**src/hw/rtl/bpq_pkg.sv**
```systemverilog
package bpq_pkg;

	localparam int PADDR_W  = 3;
	localparam int PDATA_W  = 32;
	localparam int PRIO_W   = 32;
	localparam int LIMIT_W  = 5;
	localparam int COUNT_W  = 5;

	localparam logic OP_INSERT = 1'b0;
	localparam logic OP_REMOVE = 1'b1;

	localparam logic REG_MAX_ENTRIES = 1'b0;

	localparam logic [LIMIT_W-1:0] MAX_ENTRIES_RST = 5'd16;

	typedef logic signed [PRIO_W-1:0] prio_t;

	typedef struct packed {
		logic ins;
		logic rem;
	} bpq_ctl_t;

endpackage

```
**src/hw/rtl/bpq_cell.sv**
```systemverilog
module bpq_cell #(
	parameter int TAG_WIDTH = 16
) (
	input  logic                 clk,
	input  bpq_pkg::bpq_ctl_t    ctl,
	input  logic                 occupied,
	input  bpq_pkg::prio_t       new_prio,
	input  logic [TAG_WIDTH-1:0] new_tag,
	input  logic                 left_keep,
	input  bpq_pkg::prio_t       left_prio,
	input  logic [TAG_WIDTH-1:0] left_tag,
	input  bpq_pkg::prio_t       right_prio,
	input  logic [TAG_WIDTH-1:0] right_tag,
	output logic                 keep,
	output bpq_pkg::prio_t       prio,
	output logic [TAG_WIDTH-1:0] tag,
	output logic [TAG_WIDTH-1:0] tag_next
);
	import bpq_pkg::*;

	prio_t                prio_q;
	logic [TAG_WIDTH-1:0] tag_q;
	prio_t                prio_d;
	logic [TAG_WIDTH-1:0] tag_d;

	// entry stays put when it ranks at or above the new one
	assign keep = occupied && (prio_q >= new_prio);

	always_comb begin
		prio_d = prio_q;
		tag_d  = tag_q;
		priority if (ctl.ins) begin
			if (keep) begin
				prio_d = prio_q;
				tag_d  = tag_q;
			end else if (left_keep) begin
				prio_d = new_prio;
				tag_d  = new_tag;
			end else begin
				prio_d = left_prio;
				tag_d  = left_tag;
			end
		end else if (ctl.rem) begin
			prio_d = right_prio;
			tag_d  = right_tag;
		end
	end

	always_ff @(posedge clk) begin
		prio_q <= prio_d;
		tag_q  <= tag_d;
	end

	assign prio     = prio_q;
	assign tag      = tag_q;
	assign tag_next = tag_d;

endmodule

```
**src/hw/rtl/bounded_priority_queue.sv**
```systemverilog
// bounded priority queue, sorted by descending signed priority
// input channel (in_valid/in_ready): opcode, priority_req, task_tag;
//   opcode insert places the entry behind all entries of greater or equal
//   priority, opcode remove drops the head entry
// output channel (out_valid/out_ready): one result beat per input beat:
//   ok, head_valid, head_tag, count, empty_res, all after the operation
// storage is a row of CAPACITY cells; every cell compares its entry with
//   the new priority and takes its own, the new or a neighbor's entry in
//   the same cycle, so the whole row is updated together
// the result is registered and shows in the cycle after acceptance
// throughput: one beat per cycle while the receiver takes each result
// a stalled receiver holds the result; the next input beat is taken in the
//   cycle the result is taken, and none while it waits
// apb register 0 (byte address 0): max_entries, 5 bits, reset 16
// reset empties the queue and clears the output valid; cell contents are
//   not cleared and are only read below the count
module bounded_priority_queue #(
	parameter int CAPACITY  = 16,
	parameter int TAG_WIDTH = 16
) (
	input  logic                           clk,
	input  logic                           arst_n,
	input  logic                           psel,
	input  logic                           penable,
	input  logic                           pwrite,
	input  logic [bpq_pkg::PADDR_W-1:0]    paddr,
	input  logic [bpq_pkg::PDATA_W-1:0]    pwdata,
	output logic [bpq_pkg::PDATA_W-1:0]    prdata,
	output logic                           pready,
	input  logic                           in_valid,
	output logic                           in_ready,
	input  logic                           opcode,
	input  logic signed [bpq_pkg::PRIO_W-1:0] priority_req,
	input  logic [TAG_WIDTH-1:0]           task_tag,
	output logic                           out_valid,
	input  logic                           out_ready,
	output logic                           ok,
	output logic                           head_valid,
	output logic [TAG_WIDTH-1:0]           head_tag,
	output logic [bpq_pkg::COUNT_W-1:0]    count,
	output logic                           empty_res
);
	import bpq_pkg::*;

	localparam int CW = $clog2(CAPACITY + 1);
	localparam int LW = (CW > LIMIT_W) ? CW : LIMIT_W;
	localparam logic [LW-1:0] CAP_L = LW'(CAPACITY);

	logic [LIMIT_W-1:0]   max_entries_q;
	logic [CW-1:0]        count_q;
	logic                 out_valid_q;
	logic                 ok_q;
	logic                 head_valid_q;
	logic [COUNT_W-1:0]   count_res_q;
	logic [TAG_WIDTH-1:0] head_tag_q;

	logic                 accept;
	logic                 cfg_wr;
	logic [LW-1:0]        max_l;
	logic [LW-1:0]        limit;
	logic [LW-1:0]        count_l;
	logic                 op_ok;
	logic [CW-1:0]        count_d;
	logic [LW-1:0]        count_d_l;
	bpq_ctl_t             ctl;

	logic                 keep     [CAPACITY];
	prio_t                cprio    [CAPACITY];
	logic [TAG_WIDTH-1:0] ctag     [CAPACITY];
	logic [TAG_WIDTH-1:0] ctag_nx  [CAPACITY];

	// configuration port
	assign pready = 1'b1;
	assign cfg_wr = psel && penable && pwrite && pready
		&& (paddr[PADDR_W-1] == REG_MAX_ENTRIES);
	assign prdata = (paddr[PADDR_W-1] == REG_MAX_ENTRIES)
		? PDATA_W'(max_entries_q) : '0;

	always_ff @(posedge clk or negedge arst_n) begin
		if (!arst_n) begin
			max_entries_q <= MAX_ENTRIES_RST;
		end else if (cfg_wr) begin
			max_entries_q <= pwdata[LIMIT_W-1:0];
		end
	end

	// operation control
	assign accept  = in_valid && in_ready;
	assign in_ready = !out_valid_q || out_ready;
	assign max_l   = LW'(max_entries_q);
	assign limit   = (max_l < CAP_L) ? max_l : CAP_L;
	assign count_l = LW'(count_q);

	always_comb begin
		unique case (opcode)
			OP_INSERT: op_ok = count_l < limit;
			OP_REMOVE: op_ok = count_q != '0;
			default:   op_ok = 1'b0;
		endcase
	end

	assign ctl.ins = accept && (opcode == OP_INSERT) && op_ok;
	assign ctl.rem = accept && (opcode == OP_REMOVE) && op_ok;

	always_comb begin
		count_d = count_q;
		priority if (ctl.ins) begin
			count_d = count_q + CW'(1);
		end else if (ctl.rem) begin
			count_d = count_q - CW'(1);
		end
	end
	assign count_d_l = LW'(count_d);

	// cell row, head at cell 0
	for (genvar i = 0; i < CAPACITY; i++) begin : g_cell
		logic                 lk;
		prio_t                lp;
		logic [TAG_WIDTH-1:0] lt;
		prio_t                rp;
		logic [TAG_WIDTH-1:0] rt;

		if (i == 0) begin : g_head
			assign lk = 1'b1;
			assign lp = priority_req;
			assign lt = task_tag;
		end else begin : g_mid
			assign lk = keep[i-1];
			assign lp = cprio[i-1];
			assign lt = ctag[i-1];
		end

		if (i == CAPACITY - 1) begin : g_tail
			assign rp = '0;
			assign rt = '0;
		end else begin : g_body
			assign rp = cprio[i+1];
			assign rt = ctag[i+1];
		end

		bpq_cell #(
			.TAG_WIDTH(TAG_WIDTH)
		) u_cell (
			.clk        (clk),
			.ctl        (ctl),
			.occupied   (CW'(i) < count_q),
			.new_prio   (priority_req),
			.new_tag    (task_tag),
			.left_keep  (lk),
			.left_prio  (lp),
			.left_tag   (lt),
			.right_prio (rp),
			.right_tag  (rt),
			.keep       (keep[i]),
			.prio       (cprio[i]),
			.tag        (ctag[i]),
			.tag_next   (ctag_nx[i])
		);
	end

	// count and result register
	always_ff @(posedge clk or negedge arst_n) begin
		if (!arst_n) begin
			count_q      <= '0;
			out_valid_q  <= 1'b0;
			ok_q         <= 1'b0;
			head_valid_q <= 1'b0;
			count_res_q  <= '0;
		end else begin
			count_q <= count_d;
			if (accept) begin
				out_valid_q  <= 1'b1;
				ok_q         <= op_ok;
				head_valid_q <= count_d != '0;
				count_res_q  <= count_d_l[COUNT_W-1:0];
			end else if (out_ready) begin
				out_valid_q <= 1'b0;
			end
		end
	end

	always_ff @(posedge clk) begin
		if (accept) begin
			head_tag_q <= (count_d != '0) ? ctag_nx[0] : '0;
		end
	end

	assign out_valid  = out_valid_q;
	assign ok         = ok_q;
	assign head_valid = head_valid_q;
	assign head_tag   = head_tag_q;
	assign count      = count_res_q;
	assign empty_res  = !head_valid_q;

`ifndef NO_ASSERTIONS
	a_count_bound: assert property (@(posedge clk) disable iff (!arst_n)
		count_l <= CAP_L)
		else $error("count above capacity");

	a_insert_grows: assert property (@(posedge clk) disable iff (!arst_n)
		ctl.ins |=> count_q == $past(count_q) + CW'(1))
		else $error("accepted insert did not grow the count");

	a_head_matches: assert property (@(posedge clk) disable iff (!arst_n)
		out_valid_q |-> head_valid_q == (count_q != '0))
		else $error("result head flag disagrees with count");
`endif

endmodule

```
**config.mk**
```make
export PLATFORM = sky130hd
export DESIGN_NAME = bounded_priority_queue
export DESIGN_NICKNAME = d
export VERILOG_FILES = /design/src/hw/rtl/bpq_pkg.sv /design/src/hw/rtl/bpq_cell.sv /design/src/hw/rtl/bounded_priority_queue.sv
export SDC_FILE = /design/constraint.sdc
export NUM_CORES = 2
export LEC_CHECK = 0
export BUFFER_PORTS_ARGS = -buffer_cell sky130_fd_sc_hd__clkbuf_2
export CAP_MARGIN = 30
export CORE_UTILIZATION = 35
export CTS_BUF_LIST = sky130_fd_sc_hd__clkbuf_2
export DETAILED_ROUTE_END_ITERATION = 12
export PLACE_DENSITY = 0.61
export SLEW_MARGIN = 5
export SYNTH_ARGS = -nofsm -noshare
export SYNTH_HDL_FRONTEND = slang
export SYNTH_SLANG_ARGS = --single-unit
```
**constraint.sdc**
```tcl
create_clock -name clk -period 14.2 [get_ports clk]
set_clock_uncertainty 0.2 [all_clocks]
set_input_delay 0 -clock clk [delete_from_list [all_inputs] [get_ports clk]]
set_output_delay 0 -clock clk [all_outputs]
set_load 0.02 [all_outputs]
```
Yosys cells after proc, flatten, opt, wreduce, memory -nomap -nowiden
Index checks and enable logic that the tools add are counted.

operators by class
  add/subtract/negate cells = 2
  $lt $le $gt $ge = 34
  equality and inequality tests = 16
  mux-type cells = 133
  bitwise operators = 2
  reductions and logical operators = 47

operators by type and width
  cell                   count
  $mux W32               63
  $mux W16               63
  $ge A32 B32 Y1         16
  $lt A4 B5 Y1 const A   8
  $ne A2 B2 Y1 const B   16
  $reduce_and A2 Y1      16
  $logic_and A1 B1 Y1    24
  $lt A3 B5 Y1 const A   4
  $mux W5                4
  $lt A1 B5 Y1 const A   2
  $lt A2 B5 Y1 const A   2
  $reduce_bool A5 Y1     2
  $add A5 B1 Y5 const B  1
  $lt A5 B5 Y1           1
  $lt A5 B5 Y1 const B   1
  $sub A5 B1 Y5 const B  1
  $reduce_bool A2 Y1     2
  $logic_not A1 Y1       2
  $mux W1                2
  $not A1 Y1             2
  $pmux W1 S2            1
  $logic_or A1 B1 Y1     1

word-level totals
  register bits after elaboration = 802
  input port bits = 91
  output and inout bits = 59
  word-level logic and storage cells = 273

Depth between registers and ports, before layout
  depth after elaboration = 8
  gate-level depth with buffers = 14
  depth with buffers taken out = 10

By module
Synthesis repeated with hierarchy kept, for this count alone.

second synthesis, totals
  cell total of the unflattened synthesis = 6207
  area, all modules = 59353.2 sq um

by module, submodules not included
  module                           instances  cells each  area an instance (sq um)  sequential area each (sq um)
  bpq_cell (g_cell[0].u_cell ...)  14         377         3589.7                    1281.2
  bpq_cell (g_cell[8].u_cell ...)  2          365         3502.1                    1281.2
  bounded_priority_queue           1          199         2093.3                    932.1

Least setup slack after synthesis
No wires, ideal clock.

  path type = input port to flip-flop
  from = in priority_req[9] (netlist bit)
  to = reg g_cell[11].u_cell.prio_q[0] (enable)
  setup time = 520 ps
  arrival = 5978 ps
  required time = 13480 ps
  path slack = 7502 ps
  stages = 12
  path buffers = 3
  cell sequence = clkbuf_1 inv_1 ha_1 a21o_1 a21o_1 a221oi_1 o221ai_1 a2111o_1 and2_1 clkbuf_1 clkbuf_1 o21ai_0

on the way
  cells in the longest elaborated chain, start to end = 4

ends and longest elaborated chain
  what                         RTL line                      text
  start: declaration           bounded_priority_queue.sv:33  input logic signed [bpq_pkg::PRIO_W-1:0] priority_req,
  $ge A32 B32 Y1               bpq_cell.sv:27                assign keep = occupied && (prio_q >= new_prio);
  $logic_and A1 B1 Y1          bpq_cell.sv:27
  $ne A2 B2 Y1 (no line)       -
  $reduce_and A2 Y1 (no line)  -
  end signal: assignment       bpq_cell.sv:50                prio_q <= prio_d;
  end: declaration             bpq_cell.sv:21                prio_t prio_q;

Every way passes these cells.
A chain may end at the register's enable or synchronous reset.

==> out/metrics.csv <==
metric;value;unit
status;completed;
Initial Utilization;35.4;%
number of port buffers;92;
Placed Instances;6668;
Comb power frac;35.2;%
hold path startpoint;paddr[2];
Area contributors post-synth;edfxtp_1 (45%), ha_1 (13%), mux2i_1 (8.8%), nand2_1 (5.7%), o21ai_0 (3.4%);
Worst Hold Class;input port to output port;
Reg power frac;41.9;%
Final setup violation count;0;
Max VDD drop;0.0943;mV
overall die width;384;µm
Unique masters post-synth;70;
CP max FO;40;
TritonCTS clock tree;done;
CTS clk-pin slew, worst paths;0.11;ns
Post-synth top cells;nand2_1 (778), edfxtp_1 (768), ha_1 (519), mux2i_1 (450), o21ai_0 (345);
Via density;5.78;
area delta synth->final;13.8;%
Total GRT Usage;23.1;%
internal power consumption;0.00473;W
nets;5843;
Worst setup EP type;flop;
max-cap violations;0;
FFs w/ async S/R, synth;2.24;%
Hold Vio Cnt, Final;0;
cell with the most instances after synthesis;nand2_1;
Antenna Nets Post-Route;0;
Data required, critical path;15.62;ns
IO Pins;150;
core region area;144000;µm²
sw power;0.00316;W
die height;384;µm
Worst Tran Pin Value;1.16;ns
CP Capture Point;g_cell[0].u_cell.tag[2];
Post-Syn Area;51200;µm²
Avg WL per Cell;23.8;µm
Clk Latency, worst-skew pair;1.81;ns
RSZ-0062 raised after global routing;false;
clk sinks;802;
CTS buffer count;219;
PD cells;135;nW/µm²
fin area;58200;µm²
Layout Cells excl Fill;7321;
Final Cycle Share;46.7;%
met1 WL;73100;µm
# H-tree levels;4;
R2R depth;14;
Avg Cell Area, Syn;10.4;µm²
Worst R2R Start;g_cell[0].u_cell.prio[31];
Post-Route WL;174000;µm
Setup TNS;0;ns
met3 wire length;16600;µm
largest net degree at the start of global routing;230;
area share of the largest cell type after synthesis;45.1;%
first-pass GRT wire length;259000;µm
Crit Reg-Reg Endpoint;g_cell[0].u_cell.tag[2];
switch share;40.1;%
Synth Register Bits;802;
relative slew slack;22.9;%
DP Wirelength;113000;µm
total number of vias;42300;
initial antenna violation count;5;
Root Buffer;clkbuf_2;
area leader, netlist;edfxtp_1;
DRT Pass-1 Iters;6;
clock network fraction of design power;22.9;%
Pleak;24.4;nW
Worst R2R Setup Slack;7.56;ns
uppermost layer routed;met5;
cts repair resizes;0;
Crit Path Class;flop to flop;
# rows;139;
drc violations;0;
CTS max path bufs;3;
Post-synth EDFFs;768;
dominant synthesized flop cell;edfxtp_1;
Final min period;6.64;ns
final RePlAce weighted congestion;0.956;
DIE AREA;148000;µm²
Final Max Slew Viols;0;
sequential fraction of the synthesis area;46.6;%
Worst EP arrival;8.06;ns
DR WL met2;76000;µm
Fmax achieved;0.151;GHz
Yosys warnings;0;
Overflow after GRT;0;
Critical Path Start;g_cell[0].u_cell.prio[31];
placed instance area;53600;µm²
Iteration-0 DRC Markers;4257;
layout cell share with drive strength beyond 1;10.7;%
vias in the first global route;41200;
nature of the critical path startpoint;flop;
cell count after synthesis;4933;
-- worst min-delay path by stage --
stage,to,depth (start not counted)
after global placement,out_valid,1
final,prdata[4],3
after global routing,count_l[1],6
after floorplan,count[0],0
after detailed placement,head_valid,1
after CTS,count_l[1],6
-- logic make-up (layout without fill, tap and decap cells) --
family                   count (synthesis)  count (layout)  synth area share, %
AO/OA/AOI/OAI                         1285            1285                 15.4
XOR/XNOR                                 1               1               0.0171
adder cells (fa/ha/maj)                519             519                 12.7
buffers and inverters                  432             881                 3.74
flip-flops                             802             802                 46.6
multiplexers                           457             457                 8.96
other                                    2              38               0.0147
AND/OR/NAND/NOR                       1435            1435                 12.6
-- critical path, stage by stage, from the launching register on --
cell and delay, ns:
edfxtp_1 0.49, ha_1 0.41, nand4_1 0.32, nor4_1 0.78, a221o_1 0.34, a211oi_1 0.12, xor2_1 0.18, dlygate4sd3_1 0.65
o21ai_4 0.15, buf_4 0.48, buf_4 0.82, mux2i_1 0.25, dlygate4sd3_1 0.60, a21oi_1 0.07, dlygate4sd3_1 0.59
-- cell usage in the layout (no fill, tap or decap), types with 30 or more instances in the layout --
cell type	n
nand2_1	768
edfxtp_1	768
ha_1	519
mux2i_1	450
clkbuf_2	426
o21ai_0	338
a21oi_1	296
dlygate4sd3_1	240
nand3_1	227
o21ai_1	167
o211ai_1	155
nor2_1	139
a21o_1	125
nand4_1	101
nand2b_1	74
inv_1	68
buf_4	59
o221a_1	48
clkinv_1	43
a31oi_1	30
-- per-stage QoR --
| step | utilization (%) | hold slack, ns | power [W] | setup slack [ns] |
|---|---|---|---|---|
| 5_1_grt | 40.3 | 0.147 | 0.00827 | 7.58 |
| 2_1_floorplan | - | -0.496 | 0.00504 | 7.50 |
| 4_1_cts | 40.2 | 0.0000997 | 0.00784 | 7.73 |
| 6_report | 40.3 | 0.133 | 0.00788 | 7.56 |
| 3_3_place_gp | 36.9 | -0.110 | 0.00584 | 8.30 |
| 3_5_place_dp | 37.1 | -0.120 | 0.00594 | 8.31 |
-- metal layers --
layer / vias up / track usage (%)
met5: - / 0
met4: 2 / 11.1
met3: 388 / 5.43
met2: 1968 / 35.0
met1: 20600 / 31.0
li1: 19300 / -
-- power groups by stage --
stage | combinational [W] | sequential [W] | clock (W)
floorplan | 0.00178 | 0.00327 | 0
global placement | 0.00250 | 0.00334 | 0
detailed placement | 0.00259 | 0.00334 | 0
CTS | 0.00271 | 0.00329 | 0.00184
global route | 0.00299 | 0.00333 | 0.00195
finish | 0.00278 | 0.00330 | 0.00180
-- sequential cells by signal, summed over array words and instances, names as in the netlist --
register	flops
g_cell.u_cell.prio	512
g_cell.u_cell.tag	256
head_tag	16
count	5
count_l	5
max_entries_q	5
head_valid	1
ok	1
out_valid	1
-- area by class of cell --
class	count	area, µm²
Sequential cell	802	23800
Tap cell	1903	2380
Inverter	68	255
Clock buffer	334	1670
Clock inverter	62	398
Fill cell	14200	86100
Multi-Input combinational cell	3725	25800
Antenna cell	10	25.0
Timing Repair Buffer	417	3860
-- repair_timing --
action	CTS	global route
hold endpoints to repair	1507	0
buffers inserted	0	0
hold buffers	242	0
Note: power is estimated with default switching activity, not from simulation.
